==> config.mk <==
export PLATFORM = sky130hd
export DESIGN_NAME = push_button_light_dimmer_top
export DESIGN_NICKNAME = d
export VERILOG_FILES = /design/src/rtl/pbld_pkg.sv /design/src/rtl/pbld_csr.sv /design/src/rtl/pbld_datapath.sv /design/src/rtl/pbld_ctrl.sv /design/src/rtl/push_button_light_dimmer_top.sv
export SDC_FILE = /design/constraint.sdc
export NUM_CORES = 1
export LEC_CHECK = 0
export ABC_AREA = 1
export BUFFER_PORTS_ARGS = -buffer_cell sky130_fd_sc_hd__buf_2
export CAP_MARGIN = 20
export CORE_UTILIZATION = 55
export CTS_CLUSTER_SIZE = 10
export DETAILED_ROUTE_END_ITERATION = 8
export PLACE_DENSITY = 0.7
export REMOVE_ABC_BUFFERS = 1
export SLEW_MARGIN = 0
export SYNTH_ARGS = -nofsm -noshare
export SYNTH_HDL_FRONTEND = slang
export SYNTH_SLANG_ARGS = --single-unit
export TNS_END_PERCENT = 30
==> constraint.sdc <==
create_clock -name clock -period 12.98 [get_ports clock]
set_input_delay 0.649 -clock clock [delete_from_list [all_inputs] [get_ports clock]]
set_output_delay 0.649 -clock clock [all_outputs]
set_load 0.03 [all_outputs]
==> src/rtl/pbld_pkg.sv <==
// Shared constants, types and helper function of the push-button light dimmer.
package pbld_pkg;

   localparam int TIME_WIDTH     = 24;
   localparam int DUTY_MAX_BOUND = 255;

   localparam int REQ_W   = 3;
   localparam int SCAN_W  = 10;
   localparam int DUTY_W  = 8;
   localparam int BOUND_W = 16;
   localparam int OFF_W   = 24;
   localparam int LONG_W  = 16;
   localparam int SLOT_W  = 16;
   localparam int STEP_W  = 8;
   localparam int RAMP_W  = 10;
   localparam int RING_W  = 12;
   localparam int SLOTS_W = 16;
   localparam int CMP_W   = 33;

   localparam logic [TIME_WIDTH-1:0] TIME_MAX      = '1;
   localparam logic [RING_W-1:0]     RING_TIME_MAX = '1;

   localparam int BLINK_HALF_MS = 350;
   localparam int BLINK_HIGH    = 85;
   localparam int BLINK_LOW     = 15;
   localparam int RING_LEN_MS   = 3000;
   localparam int BLINK_SLOTS   = ((1 << RING_W) - 1) / BLINK_HALF_MS;

   localparam int DIV_STEPS = (TIME_WIDTH + 1) / 2;
   localparam int DIV_W     = 2 * DIV_STEPS;
   localparam int DIV_CNT_W = $clog2(DIV_STEPS);
   localparam int REM_W     = SLOT_W + 1;

   localparam int PADDR_W = 5;
   localparam int PDATA_W = 32;
   localparam int CSR_IDX_W = 3;

   localparam logic [CSR_IDX_W-1:0] CSR_LEVEL_CAP   = 3'd0;
   localparam logic [CSR_IDX_W-1:0] CSR_OFF_TIMEOUT = 3'd1;
   localparam logic [CSR_IDX_W-1:0] CSR_LONG_PRESS  = 3'd2;
   localparam logic [CSR_IDX_W-1:0] CSR_SLOT        = 3'd3;
   localparam logic [CSR_IDX_W-1:0] CSR_FADE_STEP   = 3'd4;
   localparam logic [CSR_IDX_W-1:0] CSR_RAMP        = 3'd5;

   localparam logic [DUTY_W-1:0] RST_LEVEL_CAP   = 8'd100;
   localparam logic [OFF_W-1:0]  RST_OFF_TIMEOUT = 24'd0;
   localparam logic [LONG_W-1:0] RST_LONG_PRESS  = 16'd1000;
   localparam logic [SLOT_W-1:0] RST_SLOT        = 16'd200;
   localparam logic [STEP_W-1:0] RST_FADE_STEP   = 8'd10;
   localparam logic [RAMP_W-1:0] RST_RAMP        = 10'd25;

   typedef enum logic [REQ_W-1:0] {
      REQ_TICK     = 3'd0,
      REQ_SET_DUTY = 3'd1,
      REQ_RING     = 3'd2,
      REQ_ON       = 3'd3,
      REQ_OFF      = 3'd4
   } req_kind_type;

   typedef struct packed {
      logic [DUTY_W-1:0] level_cap;
      logic [OFF_W-1:0]  off_timeout_ms;
      logic [LONG_W-1:0] long_press_ms;
      logic [SLOT_W-1:0] slot_ms;
      logic [STEP_W-1:0] fade_step;
      logic [RAMP_W-1:0] ramp_ms;
   } cfg_type;

   typedef struct packed {
      logic capture;
      logic div_init;
      logic div_step;
      logic commit;
   } cmd_type;

   typedef struct packed {
      logic is_tick;
   } status_type;

   // The blink is in its low half when the ring time has crossed an odd number
   // of half periods.
   function automatic logic blink_is_low(input logic [RING_W-1:0] ring_ms);
      logic parity;
      parity = 1'b0;
      for (int k = 1; k <= BLINK_SLOTS; k++) begin
         if (ring_ms >= RING_W'(k * BLINK_HALF_MS)) begin
            parity = ~parity;
         end
      end
      return parity;
   endfunction

endpackage

==> src/rtl/pbld_csr.sv <==
// Configuration register file of the dimmer behind an APB-style port.
module pbld_csr (
   input  logic                          clock,
   input  logic                          reset,
   input  logic                          psel,
   input  logic                          penable,
   input  logic                          pwrite,
   input  logic [pbld_pkg::PADDR_W-1:0]  paddr,
   input  logic [pbld_pkg::PDATA_W-1:0]  pwdata,
   output logic [pbld_pkg::PDATA_W-1:0]  prdata,
   output logic                          pready,
   output pbld_pkg::cfg_type             cfg
);

   pbld_pkg::cfg_type                    cfg_ff;
   pbld_pkg::cfg_type                    cfg_in;
   logic [pbld_pkg::CSR_IDX_W-1:0]       index;
   logic                                 write_en;

   assign index    = paddr[pbld_pkg::PADDR_W-1:2];
   assign write_en = psel && penable && pwrite;
   assign pready   = 1'b1;
   assign cfg      = cfg_ff;

   always_comb begin
      cfg_in = cfg_ff;
      if (write_en) begin
         case (index)
            pbld_pkg::CSR_LEVEL_CAP:   cfg_in.level_cap      = pwdata[pbld_pkg::DUTY_W-1:0];
            pbld_pkg::CSR_OFF_TIMEOUT: cfg_in.off_timeout_ms = pwdata[pbld_pkg::OFF_W-1:0];
            pbld_pkg::CSR_LONG_PRESS:  cfg_in.long_press_ms  = pwdata[pbld_pkg::LONG_W-1:0];
            pbld_pkg::CSR_SLOT:        cfg_in.slot_ms        = pwdata[pbld_pkg::SLOT_W-1:0];
            pbld_pkg::CSR_FADE_STEP:   cfg_in.fade_step      = pwdata[pbld_pkg::STEP_W-1:0];
            pbld_pkg::CSR_RAMP:        cfg_in.ramp_ms        = pwdata[pbld_pkg::RAMP_W-1:0];
            default: ;
         endcase
      end
   end

   always_comb begin
      case (index)
         pbld_pkg::CSR_LEVEL_CAP:   prdata = pbld_pkg::PDATA_W'(cfg_ff.level_cap);
         pbld_pkg::CSR_OFF_TIMEOUT: prdata = pbld_pkg::PDATA_W'(cfg_ff.off_timeout_ms);
         pbld_pkg::CSR_LONG_PRESS:  prdata = pbld_pkg::PDATA_W'(cfg_ff.long_press_ms);
         pbld_pkg::CSR_SLOT:        prdata = pbld_pkg::PDATA_W'(cfg_ff.slot_ms);
         pbld_pkg::CSR_FADE_STEP:   prdata = pbld_pkg::PDATA_W'(cfg_ff.fade_step);
         pbld_pkg::CSR_RAMP:        prdata = pbld_pkg::PDATA_W'(cfg_ff.ramp_ms);
         default:                   prdata = '0;
      endcase
   end

   always_ff @(posedge clock) begin
      if (reset) begin
         cfg_ff.level_cap      <= pbld_pkg::RST_LEVEL_CAP;
         cfg_ff.off_timeout_ms <= pbld_pkg::RST_OFF_TIMEOUT;
         cfg_ff.long_press_ms  <= pbld_pkg::RST_LONG_PRESS;
         cfg_ff.slot_ms        <= pbld_pkg::RST_SLOT;
         cfg_ff.fade_step      <= pbld_pkg::RST_FADE_STEP;
         cfg_ff.ramp_ms        <= pbld_pkg::RST_RAMP;
      end else begin
         cfg_ff <= cfg_in;
      end
   end

endmodule

==> src/rtl/pbld_datapath.sv <==
// Datapath of the dimmer: input capture, slot divider, state update and result register.
module pbld_datapath (
   input  logic                               clock,
   input  logic                               reset,
   input  pbld_pkg::cfg_type                  cfg,
   input  pbld_pkg::cmd_type                  cmd,
   output pbld_pkg::status_type               status,
   input  logic [pbld_pkg::REQ_W-1:0]         req_type,
   input  logic [pbld_pkg::SCAN_W-1:0]        req_scan_ms,
   input  logic                               req_switch_level,
   input  logic                               req_bell_level,
   input  logic [pbld_pkg::DUTY_W-1:0]        req_remote_duty,
   output logic [pbld_pkg::DUTY_W-1:0]        rsp_duty_out,
   output logic                               rsp_lamp_on,
   output logic                               rsp_ringing_active,
   output logic                               rsp_publish_flag
);

   localparam int TW = pbld_pkg::TIME_WIDTH;
   localparam int DW = pbld_pkg::DUTY_W;
   localparam int RW = pbld_pkg::RAMP_W;
   localparam int GW = pbld_pkg::RING_W;
   localparam int QW = pbld_pkg::DIV_W;
   localparam int MW = pbld_pkg::REM_W;
   localparam int CW = pbld_pkg::CMP_W;

   // Captured transaction.
   logic [pbld_pkg::REQ_W-1:0]  req_type_ff;
   logic [pbld_pkg::SCAN_W-1:0] scan_ff;
   logic                        switch_ff;
   logic                        bell_ff;
   logic [DW-1:0]               remote_duty_ff;

   // Dimmer state.
   logic [TW-1:0]                  press_time_ff, press_time_in;
   logic [GW-1:0]                  ring_time_ff, ring_time_in;
   logic [TW-1:0]                  on_time_ff, on_time_in;
   logic [pbld_pkg::SLOTS_W-1:0]   fade_slots_ff, fade_slots_in;
   logic                           fade_upward_ff, fade_upward_in;
   logic                           ramping_up_ff, ramping_up_in;
   logic                           ramping_down_ff, ramping_down_in;
   logic [RW-1:0]                  ramp_time_ff, ramp_time_in;
   logic [DW-1:0]                  duty_level_ff, duty_level_in;
   logic [DW-1:0]                  saved_duty_ff, saved_duty_in;
   logic                           ring_latched_ff, ring_latched_in;
   logic                           publish_in;

   // Result register.
   logic [DW-1:0] rsp_duty_ff;
   logic          rsp_lamp_ff;
   logic          rsp_ringing_ff;
   logic          rsp_publish_ff;

   // Slot divider.
   logic [QW-1:0] div_num_ff, div_num_in;
   logic [MW-2:0] div_rem_ff, div_rem_in;
   logic [QW-1:0] div_num_init;
   logic [MW-1:0] divisor;

   logic [DW-1:0] lim;
   logic [TW:0]   press_sum;
   logic [TW-1:0] press_next;
   logic          press_over;

   assign lim = (pbld_pkg::BOUND_W'(cfg.level_cap) > pbld_pkg::BOUND_W'(pbld_pkg::DUTY_MAX_BOUND))
              ? DW'(pbld_pkg::DUTY_MAX_BOUND) : cfg.level_cap;

   assign press_sum  = {1'b0, press_time_ff} + (TW + 1)'(scan_ff);
   assign press_next = !switch_ff ? '0 : (press_sum[TW] ? pbld_pkg::TIME_MAX : press_sum[TW-1:0]);
   assign press_over = CW'(press_next) > CW'(cfg.long_press_ms);

   assign status.is_tick = (req_type_ff == pbld_pkg::REQ_TICK);

   assign divisor      = (cfg.slot_ms == '0) ? MW'(1) : MW'(cfg.slot_ms);
   assign div_num_init = press_over ? QW'(press_next - TW'(cfg.long_press_ms)) : '0;

   // Two restoring quotient bits per cycle.
   always_comb begin
      logic [MW-1:0] r1;
      logic [MW-1:0] r2;
      logic [QW-1:0] n1;
      logic          ge1;
      logic          ge2;
      r1  = {div_rem_ff, div_num_ff[QW-1]};
      ge1 = r1 >= divisor;
      if (ge1) begin
         r1 = r1 - divisor;
      end
      n1  = {div_num_ff[QW-2:0], ge1};
      r2  = {r1[MW-2:0], n1[QW-1]};
      ge2 = r2 >= divisor;
      if (ge2) begin
         r2 = r2 - divisor;
      end
      div_num_in = {n1[QW-2:0], ge2};
      div_rem_in = r2[MW-2:0];
   end

   always_comb begin
      logic          on;
      logic          lp;
      logic          sp;
      logic          rup;
      logic          rdown;
      logic          ringing;
      logic          rl;
      logic          upward;
      logic [GW:0]   ring_sum;
      logic [TW:0]   on_sum;
      logic [TW-1:0] on_t;
      logic [RW:0]   t;
      logic [RW-1:0] rm;
      logic [DW:0]   up_sum;
      logic [DW-1:0] duty;
      logic [pbld_pkg::SLOTS_W-1:0] slots;

      press_time_in   = press_time_ff;
      ring_time_in    = ring_time_ff;
      on_time_in      = on_time_ff;
      fade_slots_in   = fade_slots_ff;
      fade_upward_in  = fade_upward_ff;
      ramping_up_in   = ramping_up_ff;
      ramping_down_in = ramping_down_ff;
      ramp_time_in    = ramp_time_ff;
      duty_level_in   = duty_level_ff;
      saved_duty_in   = saved_duty_ff;
      ring_latched_in = ring_latched_ff;
      publish_in      = 1'b0;

      on       = duty_level_ff != '0;
      lp       = CW'(press_time_ff) > CW'(cfg.long_press_ms);
      sp       = (press_time_ff != '0) && !switch_ff && !lp;
      ring_sum = {1'b0, ring_time_ff} + (GW + 1)'(scan_ff);
      on_sum   = {1'b0, on_time_ff} + (TW + 1)'(scan_ff);
      on_t     = on_time_ff;
      rup      = ramping_up_ff;
      rdown    = ramping_down_ff;
      rm       = (cfg.ramp_ms == '0) ? RW'(1) : cfg.ramp_ms;
      t        = {1'b0, ramp_time_ff} + (RW + 1)'(scan_ff);
      duty     = duty_level_ff;
      slots    = fade_slots_ff;
      upward   = fade_upward_ff;
      up_sum   = '0;
      rl       = ring_latched_ff;
      ringing  = 1'b0;

      if (req_type_ff != pbld_pkg::REQ_TICK) begin
         case (req_type_ff)
            pbld_pkg::REQ_SET_DUTY: begin
               duty_level_in = remote_duty_ff;
               on_time_in    = '0;
            end
            pbld_pkg::REQ_RING: begin
               ring_latched_in = 1'b1;
            end
            pbld_pkg::REQ_ON: begin
               ramping_up_in   = 1'b1;
               ramping_down_in = 1'b0;
            end
            pbld_pkg::REQ_OFF: begin
               if (on) begin
                  ramping_down_in = 1'b1;
               end
               ramping_up_in = 1'b0;
            end
            default: ;
         endcase
      end else begin
         press_time_in = press_next;
         ring_time_in  = !ring_latched_ff ? '0
                       : (ring_sum[GW] ? pbld_pkg::RING_TIME_MAX : ring_sum[GW-1:0]);
         if (cfg.off_timeout_ms != '0) begin
            on_t = on_sum[TW] ? pbld_pkg::TIME_MAX : on_sum[TW-1:0];
         end
         if (!on) begin
            on_t = '0;
         end
         on_time_in = on_t;
         if (CW'(on_t) > CW'(cfg.off_timeout_ms) && !rup) begin
            rdown = 1'b1;
         end

         if (sp && (rup || rdown)) begin
            rup   = 1'b0;
            rdown = 1'b0;
            sp    = 1'b0;
         end
         if (sp) begin
            if (on) begin
               rdown = 1'b1;
            end else begin
               rup = 1'b1;
            end
         end

         if (rup || rdown) begin
            if (t >= {1'b0, rm}) begin
               t = t - {1'b0, rm};
               if (t >= {1'b0, rm}) begin
                  t = {1'b0, rm - RW'(1)};
               end
               if (rup) begin
                  if (duty < lim) begin
                     duty = duty + DW'(1);
                  end
                  if (duty >= lim) begin
                     rup = 1'b0;
                  end
               end else begin
                  if (duty != '0) begin
                     duty = duty - DW'(1);
                  end
                  if (duty == '0) begin
                     rdown = 1'b0;
                  end
               end
            end
            ramp_time_in = t[RW-1:0];
         end else begin
            ramp_time_in = '0;
         end

         if (!switch_ff) begin
            slots  = '0;
            upward = 1'b0;
            lp     = 1'b0;
         end
         if (lp && (CW'(slots) < CW'(div_num_ff))) begin
            if (slots != '1) begin
               slots = slots + pbld_pkg::SLOTS_W'(1);
            end
            if (upward) begin
               up_sum = {1'b0, duty} + (DW + 1)'(cfg.fade_step);
               if (up_sum >= {1'b0, lim}) begin
                  duty   = lim;
                  upward = 1'b0;
               end else begin
                  duty = up_sum[DW-1:0];
               end
            end else if (duty <= cfg.fade_step) begin
               duty   = cfg.fade_step;
               upward = 1'b1;
            end else begin
               duty = duty - cfg.fade_step;
            end
         end

         if (bell_ff || rl) begin
            duty    = pbld_pkg::blink_is_low(ring_time_in) ? DW'(pbld_pkg::BLINK_LOW)
                                                          : DW'(pbld_pkg::BLINK_HIGH);
            ringing = 1'b1;
            rl      = 1'b1;
            if (ring_time_in > GW'(pbld_pkg::RING_LEN_MS)) begin
               rl = 1'b0;
            end
         end
         if (ringing && !rl) begin
            duty = saved_duty_ff;
         end
         if (duty >= lim) begin
            duty = lim;
         end
         if (duty != saved_duty_ff && !rup && !rdown && !rl) begin
            saved_duty_in = duty;
            publish_in    = 1'b1;
         end

         fade_slots_in   = slots;
         fade_upward_in  = upward;
         ramping_up_in   = rup;
         ramping_down_in = rdown;
         duty_level_in   = duty;
         ring_latched_in = rl;
      end
   end

   always_ff @(posedge clock) begin
      if (cmd.capture) begin
         req_type_ff    <= req_type;
         scan_ff        <= req_scan_ms;
         switch_ff      <= req_switch_level;
         bell_ff        <= req_bell_level;
         remote_duty_ff <= req_remote_duty;
      end
      if (cmd.div_init) begin
         div_num_ff <= div_num_init;
         div_rem_ff <= '0;
      end else if (cmd.div_step) begin
         div_num_ff <= div_num_in;
         div_rem_ff <= div_rem_in;
      end
      if (cmd.commit) begin
         rsp_duty_ff    <= duty_level_in;
         rsp_lamp_ff    <= duty_level_in != '0;
         rsp_ringing_ff <= ring_latched_in;
         rsp_publish_ff <= publish_in;
      end
   end

   always_ff @(posedge clock) begin
      if (reset) begin
         press_time_ff   <= '0;
         ring_time_ff    <= '0;
         on_time_ff      <= '0;
         fade_slots_ff   <= '0;
         fade_upward_ff  <= 1'b0;
         ramping_up_ff   <= 1'b0;
         ramping_down_ff <= 1'b0;
         ramp_time_ff    <= '0;
         duty_level_ff   <= '0;
         saved_duty_ff   <= '0;
         ring_latched_ff <= 1'b0;
      end else if (cmd.commit) begin
         press_time_ff   <= press_time_in;
         ring_time_ff    <= ring_time_in;
         on_time_ff      <= on_time_in;
         fade_slots_ff   <= fade_slots_in;
         fade_upward_ff  <= fade_upward_in;
         ramping_up_ff   <= ramping_up_in;
         ramping_down_ff <= ramping_down_in;
         ramp_time_ff    <= ramp_time_in;
         duty_level_ff   <= duty_level_in;
         saved_duty_ff   <= saved_duty_in;
         ring_latched_ff <= ring_latched_in;
      end
   end

   assign rsp_duty_out       = rsp_duty_ff;
   assign rsp_lamp_on        = rsp_lamp_ff;
   assign rsp_ringing_active = rsp_ringing_ff;
   assign rsp_publish_flag   = rsp_publish_ff;

endmodule

==> src/rtl/pbld_ctrl.sv <==
// Controller state machine of the dimmer: handshakes, divider sequencing and commit.
module pbld_ctrl (
   input  logic                  clock,
   input  logic                  reset,
   input  logic                  req_valid,
   output logic                  req_stall,
   output logic                  rsp_valid,
   input  logic                  rsp_stall,
   input  pbld_pkg::status_type  status,
   output pbld_pkg::cmd_type     cmd
);

   typedef enum logic [1:0] {
      S_IDLE,
      S_DIVINIT,
      S_DIV,
      S_COMMIT
   } state_type;

   localparam logic [pbld_pkg::DIV_CNT_W-1:0] LAST_STEP =
      pbld_pkg::DIV_CNT_W'(pbld_pkg::DIV_STEPS - 1);

   state_type                        state_ff, state_in;
   logic [pbld_pkg::DIV_CNT_W-1:0]   step_ff, step_in;
   logic                             rsp_valid_ff, rsp_valid_in;
   logic                             out_blocked;

   assign out_blocked = rsp_valid_ff && rsp_stall;
   assign req_stall   = state_ff != S_IDLE;
   assign rsp_valid   = rsp_valid_ff;

   always_comb begin
      cmd          = '0;
      state_in     = state_ff;
      step_in      = step_ff;
      rsp_valid_in = out_blocked;
      case (state_ff)
         S_IDLE: begin
            if (req_valid) begin
               cmd.capture = 1'b1;
               state_in    = S_DIVINIT;
            end
         end
         S_DIVINIT: begin
            cmd.div_init = 1'b1;
            step_in      = '0;
            state_in     = status.is_tick ? S_DIV : S_COMMIT;
         end
         S_DIV: begin
            cmd.div_step = 1'b1;
            if (step_ff == LAST_STEP) begin
               state_in = S_COMMIT;
            end else begin
               step_in = step_ff + pbld_pkg::DIV_CNT_W'(1);
            end
         end
         S_COMMIT: begin
            if (!out_blocked) begin
               cmd.commit   = 1'b1;
               rsp_valid_in = 1'b1;
               state_in     = S_IDLE;
            end
         end
         default: begin
            state_in = S_IDLE;
         end
      endcase
   end

   always_ff @(posedge clock) begin
      if (reset) begin
         state_ff     <= S_IDLE;
         step_ff      <= '0;
         rsp_valid_ff <= 1'b0;
      end else begin
         state_ff     <= state_in;
         step_ff      <= step_in;
         rsp_valid_ff <= rsp_valid_in;
      end
   end

   a_commit_needs_free_output: assert property (@(posedge clock) disable iff (reset)
      cmd.commit |-> !(rsp_valid_ff && rsp_stall))
      else $error("Result overwritten while the previous transaction was stalled.");

   a_commit_shows_result: assert property (@(posedge clock) disable iff (reset)
      cmd.commit |=> rsp_valid_ff)
      else $error("Committed transaction did not raise rsp_valid.");

   a_step_in_range: assert property (@(posedge clock) disable iff (reset)
      state_ff == S_DIV |-> step_ff <= LAST_STEP)
      else $error("Divider step count ran past the last step.");

   a_accept_starts_work: assert property (@(posedge clock) disable iff (reset)
      (req_valid && !req_stall) |=> state_ff == S_DIVINIT)
      else $error("Accepted transaction did not start processing.");

endmodule

==> src/rtl/push_button_light_dimmer_top.sv <==
// Top level of the push-button light dimmer.
// Each transaction yields exactly one result. A remote event (set duty, ring, on,
// off) passes through the capture, divider-init and commit states; a scan tick
// also runs the divider steps before its commit, because the long-press slot
// number is produced by a divider that retires two quotient bits per cycle. The
// block takes the next transaction in the cycle after a result is produced and none
// before the last one is committed. The next transaction is accepted while a finished
// result still waits on rsp_stall; it then holds in its commit state until the result
// register is free. Configuration registers sit at byte addresses 4*i; the user must
// write them only while the block is idle, which the block does not enforce.
module push_button_light_dimmer_top (
   input  logic                               clock,
   input  logic                               reset,
   input  logic                               req_valid,
   output logic                               req_stall,
   input  logic [pbld_pkg::REQ_W-1:0]         req_type,
   input  logic [pbld_pkg::SCAN_W-1:0]        req_scan_ms,
   input  logic                               req_switch_level,
   input  logic                               req_bell_level,
   input  logic [pbld_pkg::DUTY_W-1:0]        req_remote_duty,
   output logic                               rsp_valid,
   input  logic                               rsp_stall,
   output logic [pbld_pkg::DUTY_W-1:0]        rsp_duty_out,
   output logic                               rsp_lamp_on,
   output logic                               rsp_ringing_active,
   output logic                               rsp_publish_flag,
   input  logic                               psel,
   input  logic                               penable,
   input  logic                               pwrite,
   input  logic [pbld_pkg::PADDR_W-1:0]       paddr,
   input  logic [pbld_pkg::PDATA_W-1:0]       pwdata,
   output logic [pbld_pkg::PDATA_W-1:0]       prdata,
   output logic                               pready
);

   pbld_pkg::cfg_type    cfg;
   pbld_pkg::cmd_type    cmd;
   pbld_pkg::status_type status;

   pbld_csr u_csr (
      .clock   (clock),
      .reset   (reset),
      .psel    (psel),
      .penable (penable),
      .pwrite  (pwrite),
      .paddr   (paddr),
      .pwdata  (pwdata),
      .prdata  (prdata),
      .pready  (pready),
      .cfg     (cfg)
   );

   pbld_ctrl u_ctrl (
      .clock     (clock),
      .reset     (reset),
      .req_valid (req_valid),
      .req_stall (req_stall),
      .rsp_valid (rsp_valid),
      .rsp_stall (rsp_stall),
      .status    (status),
      .cmd       (cmd)
   );

   pbld_datapath u_datapath (
      .clock              (clock),
      .reset              (reset),
      .cfg                (cfg),
      .cmd                (cmd),
      .status             (status),
      .req_type           (req_type),
      .req_scan_ms        (req_scan_ms),
      .req_switch_level   (req_switch_level),
      .req_bell_level     (req_bell_level),
      .req_remote_duty    (req_remote_duty),
      .rsp_duty_out       (rsp_duty_out),
      .rsp_lamp_on        (rsp_lamp_on),
      .rsp_ringing_active (rsp_ringing_active),
      .rsp_publish_flag   (rsp_publish_flag)
   );

endmodule
==> metrics.cfg <==
[status]
outcome = finished, final reports clean

[yosys]
ys_types = 63
seq_area_frac_synth_pct = 26.7
syn_area_um2 = 22300
async_reset_ff_share_pct = 0
synth_top_cell_by_area = dfxtp_1
netlist_instances = 3325
synth_edf_count = 58
synth_ff_type = dfxtp_1
syn_avg_cell_area_um2 = 6.72
synth-seq-cells = 269
synthTopCellsByArea = dfxtp_1 19%, ha_1 12%, nand2_1 12%
synth_top_cell_area_share_pct = 18.9
ys.warnings.count = 0

[setup_path]
end_kind = register
cp.arrival_ps = 11770
slowest_delay_ps = 520
critPathKind = reg2reg
path_delay_family = simple AND/OR/NAND/NOR gates
crit_top_cell = nand2_1
crit_path_start_kind = register
crit_required_ps = 13420
critPathMaxFanout = 14
cp_slowest_cell = o31ai_1
cp_num_buf_inv = 9
rrSetupSlack_ps = 1650

[timing]
max_freq_ghz = 0.0882
finalHoldViolations = 0
fin_crit_sh_pct = 87.3
tightest_slew_ps = 1060
fin_crit_ps = 11330
max_slew_margin_pct = 29.2
rsz0062_at_grt = false
finalSetupTns_ps = 0
slew_viol_final = 0
skew_ps = 18.9
finalSetupViolCount = 0

[placed_design]
io_buffers = 93
dp_hpwl_mm = 52.1
gp_congestion = 0.997

[global_routing]
grt_max_degree = 97
grt_pass1_vias = 20854
track_usage_pct = 32.5
grt_overflow_total = 0
grt_pass1_wl_mm = 107
antenna_found_initial = 2

[die]
rows = 73
core_um2 = 39900
start_util_pct = 56.0
die-area_um2 = 41400
die_w_um = 204
ios = 113
fp.dieH_um = 204

[flow_run]
maxCapViolations = 0

[drt]
dr.pass1.iters = 6
drt-total-wl_mm = 68.3
vias = 22326
ant_nets = 0
viasPerCell = 5.70
drt_iter0_markers = 1732
drc = 0
wl_per_cell_um = 17.4

[layout]
drive_gt1_share_pct = 7.13
syn_to_final_growth_pct = 8.72
n_fill_cell = 3817
fin_nets = 3668

[power]
power_density_nw_per_um2 = 202
combPwrFrac_pct = 58.7
p_int_mw = 2.53
finalPower_mw = 4.92
p_sw_mw = 2.39
switching_share_pct = 48.6
p_leak_nw = 11.9
peakVddDrop_mv = 0.136
power_frac_seq_pct = 22.0
power.share.clock_pct = 19.3

[clock_network]
cts_hold_buf = 0
clk_path_buf_depth = 3
clk_latency_ps = 560
root_buffer = clkbuf_16
htree_levels = 2
cts_tree = built
cts_resized = 0
postCtsSetupBuffers = 0
numCtsBuffers = 35
path_clk_slew_ps = 50
cts.sinks = 269

[worst_hold_path]
hold_class = in2reg

==> logic make-up (layout without fill, tap and decap cells) <==
logic type | after synthesis | in the layout | share of synthesized area, %
compound gates | 799 | 799 | 19.7
xor+xnor | 102 | 102 | 4.00
fa+ha+maj | 231 | 231 | 13.3
buf+inv | 617 | 677 | 10.7
flops | 269 | 269 | 26.7
other cells | 2 | 11 | 0.0336
simple gates | 1305 | 1305 | 25.6
==> area by class of cell <==
class / instances / area (um2) / area share [%]
antenna: 2 / 5.00 / 0.0206
clock buffer: 52 / 1000 / 4.13
clock inverter: 7 / 81.3 / 0.335
inverter: 506 / 1900 / 7.83
multi-input combinational: 2446 / 14000 / 57.7
sequential: 269 / 5970 / 24.6
tap: 525 / 657 / 2.70
timing repair buffer: 112 / 661 / 2.72
==> power by group through the flow <==
stage	sequential, mW	clock [mW]	combinational (mW)
6_report	1.08	0.949	2.88
5_1_grt	1.09	0.995	3.21
4_1_cts	1.08	0.967	2.82
3_5_place_dp	1.10	0	2.81
3_3_place_gp	1.10	0	2.75
2_1_floorplan	1.08	0	2.06
==> through the flow <==
stage	area (um2)	worst slack, ps	util [%]	std cells	hold slack [ps]
5_1_grt	24300	566	60.9	3917	268
3_3_place_gp	23100	2250	58.0	3855	459
2_1_floorplan	21900	3930	-	3221	440
4_1_cts	24300	1860	60.8	3916	254
6_report	24300	1650	60.9	3919	279
3_5_place_dp	23200	1950	58.1	3857	459
==> metal layers <==
layer  GRT usage [%]  wire (um)  vias to the layer above
met5               0         20                        -
met4            12.7       2310                        2
met3            5.10       4950                      123
met2            53.7      30900                      689
met1            42.5      30100                    10346
li1                -          -                    11166
==> placed cells by master, fill, tap and decap left out, drive strengths merged, types with 19 or more instances in the layout <==
cell and n:
xnor2 28, a21oi 360, nand3 179, inv 499
o22ai 34, ha 221, nor2 250, nor3 47
buf 112, nand4 53, nand2 736, o211ai 19
xor2 74, edfxtp 58, clkbuf 52, o21ai 278
dfxtp 211
==> path summary, 6_finish.rpt <==
path | start | to | cells after the start
hold reg to reg | u_datapath.fade_slots_ff[1] | u_datapath.fade_slots_ff[1] | 2
setup / recovery | u_datapath.scan_ff[0] | u_datapath.saved_duty_ff[2] | 70
setup reg to reg | u_datapath.scan_ff[0] | u_datapath.saved_duty_ff[2] | 70
hold / removal | req_switch_level | u_datapath.switch_ff | 1
==> state kept, by name, indices dropped and copies added, names as in the netlist, 2 cells and up <==
register / cells
u_datapath.rsp_duty_out: 8
u_datapath.scan_ff: 10
u_csr.cfg: 82
u_datapath.div_num_ff: 24
u_datapath.div_rem_ff: 16
u_datapath.duty_level_ff: 8
u_datapath.on_time_ff: 24
u_datapath.remote_duty_ff: 8
u_datapath.ring_time_ff: 12
u_datapath.ramp_time_ff: 10
u_datapath.press_time_ff: 24
u_datapath.fade_slots_ff: 16
u_datapath.saved_duty_ff: 8
u_datapath.req_type_ff: 3
u_ctrl.state_ff: 2
u_ctrl.step_ff: 4
==> Yosys cell counts (all sizes together), types with 2 or more instances <==
master	n
xor2	74
dfxtp	211
a21oi	360
a221o	2
ha	221
fa	10
and2	2
xnor2	28
nand3	179
buf	29
edfxtp	58
nor3b	3
o2111ai	4
clkinv	6
a21o	8
o221ai	11
o21a	7
nand2	736
o21bai	13
nor2	250
or2	12
a22oi	15
a31oi	15
o22ai	34
conb	2
inv	500
a21boi	4
nand3b	6
o21ai	278
nor3	47
a211oi	7
nand4	53
clkbuf	82
o31ai	7
nor4	15
a221oi	9
o211ai	19
(Power assumes the default switching activity.)
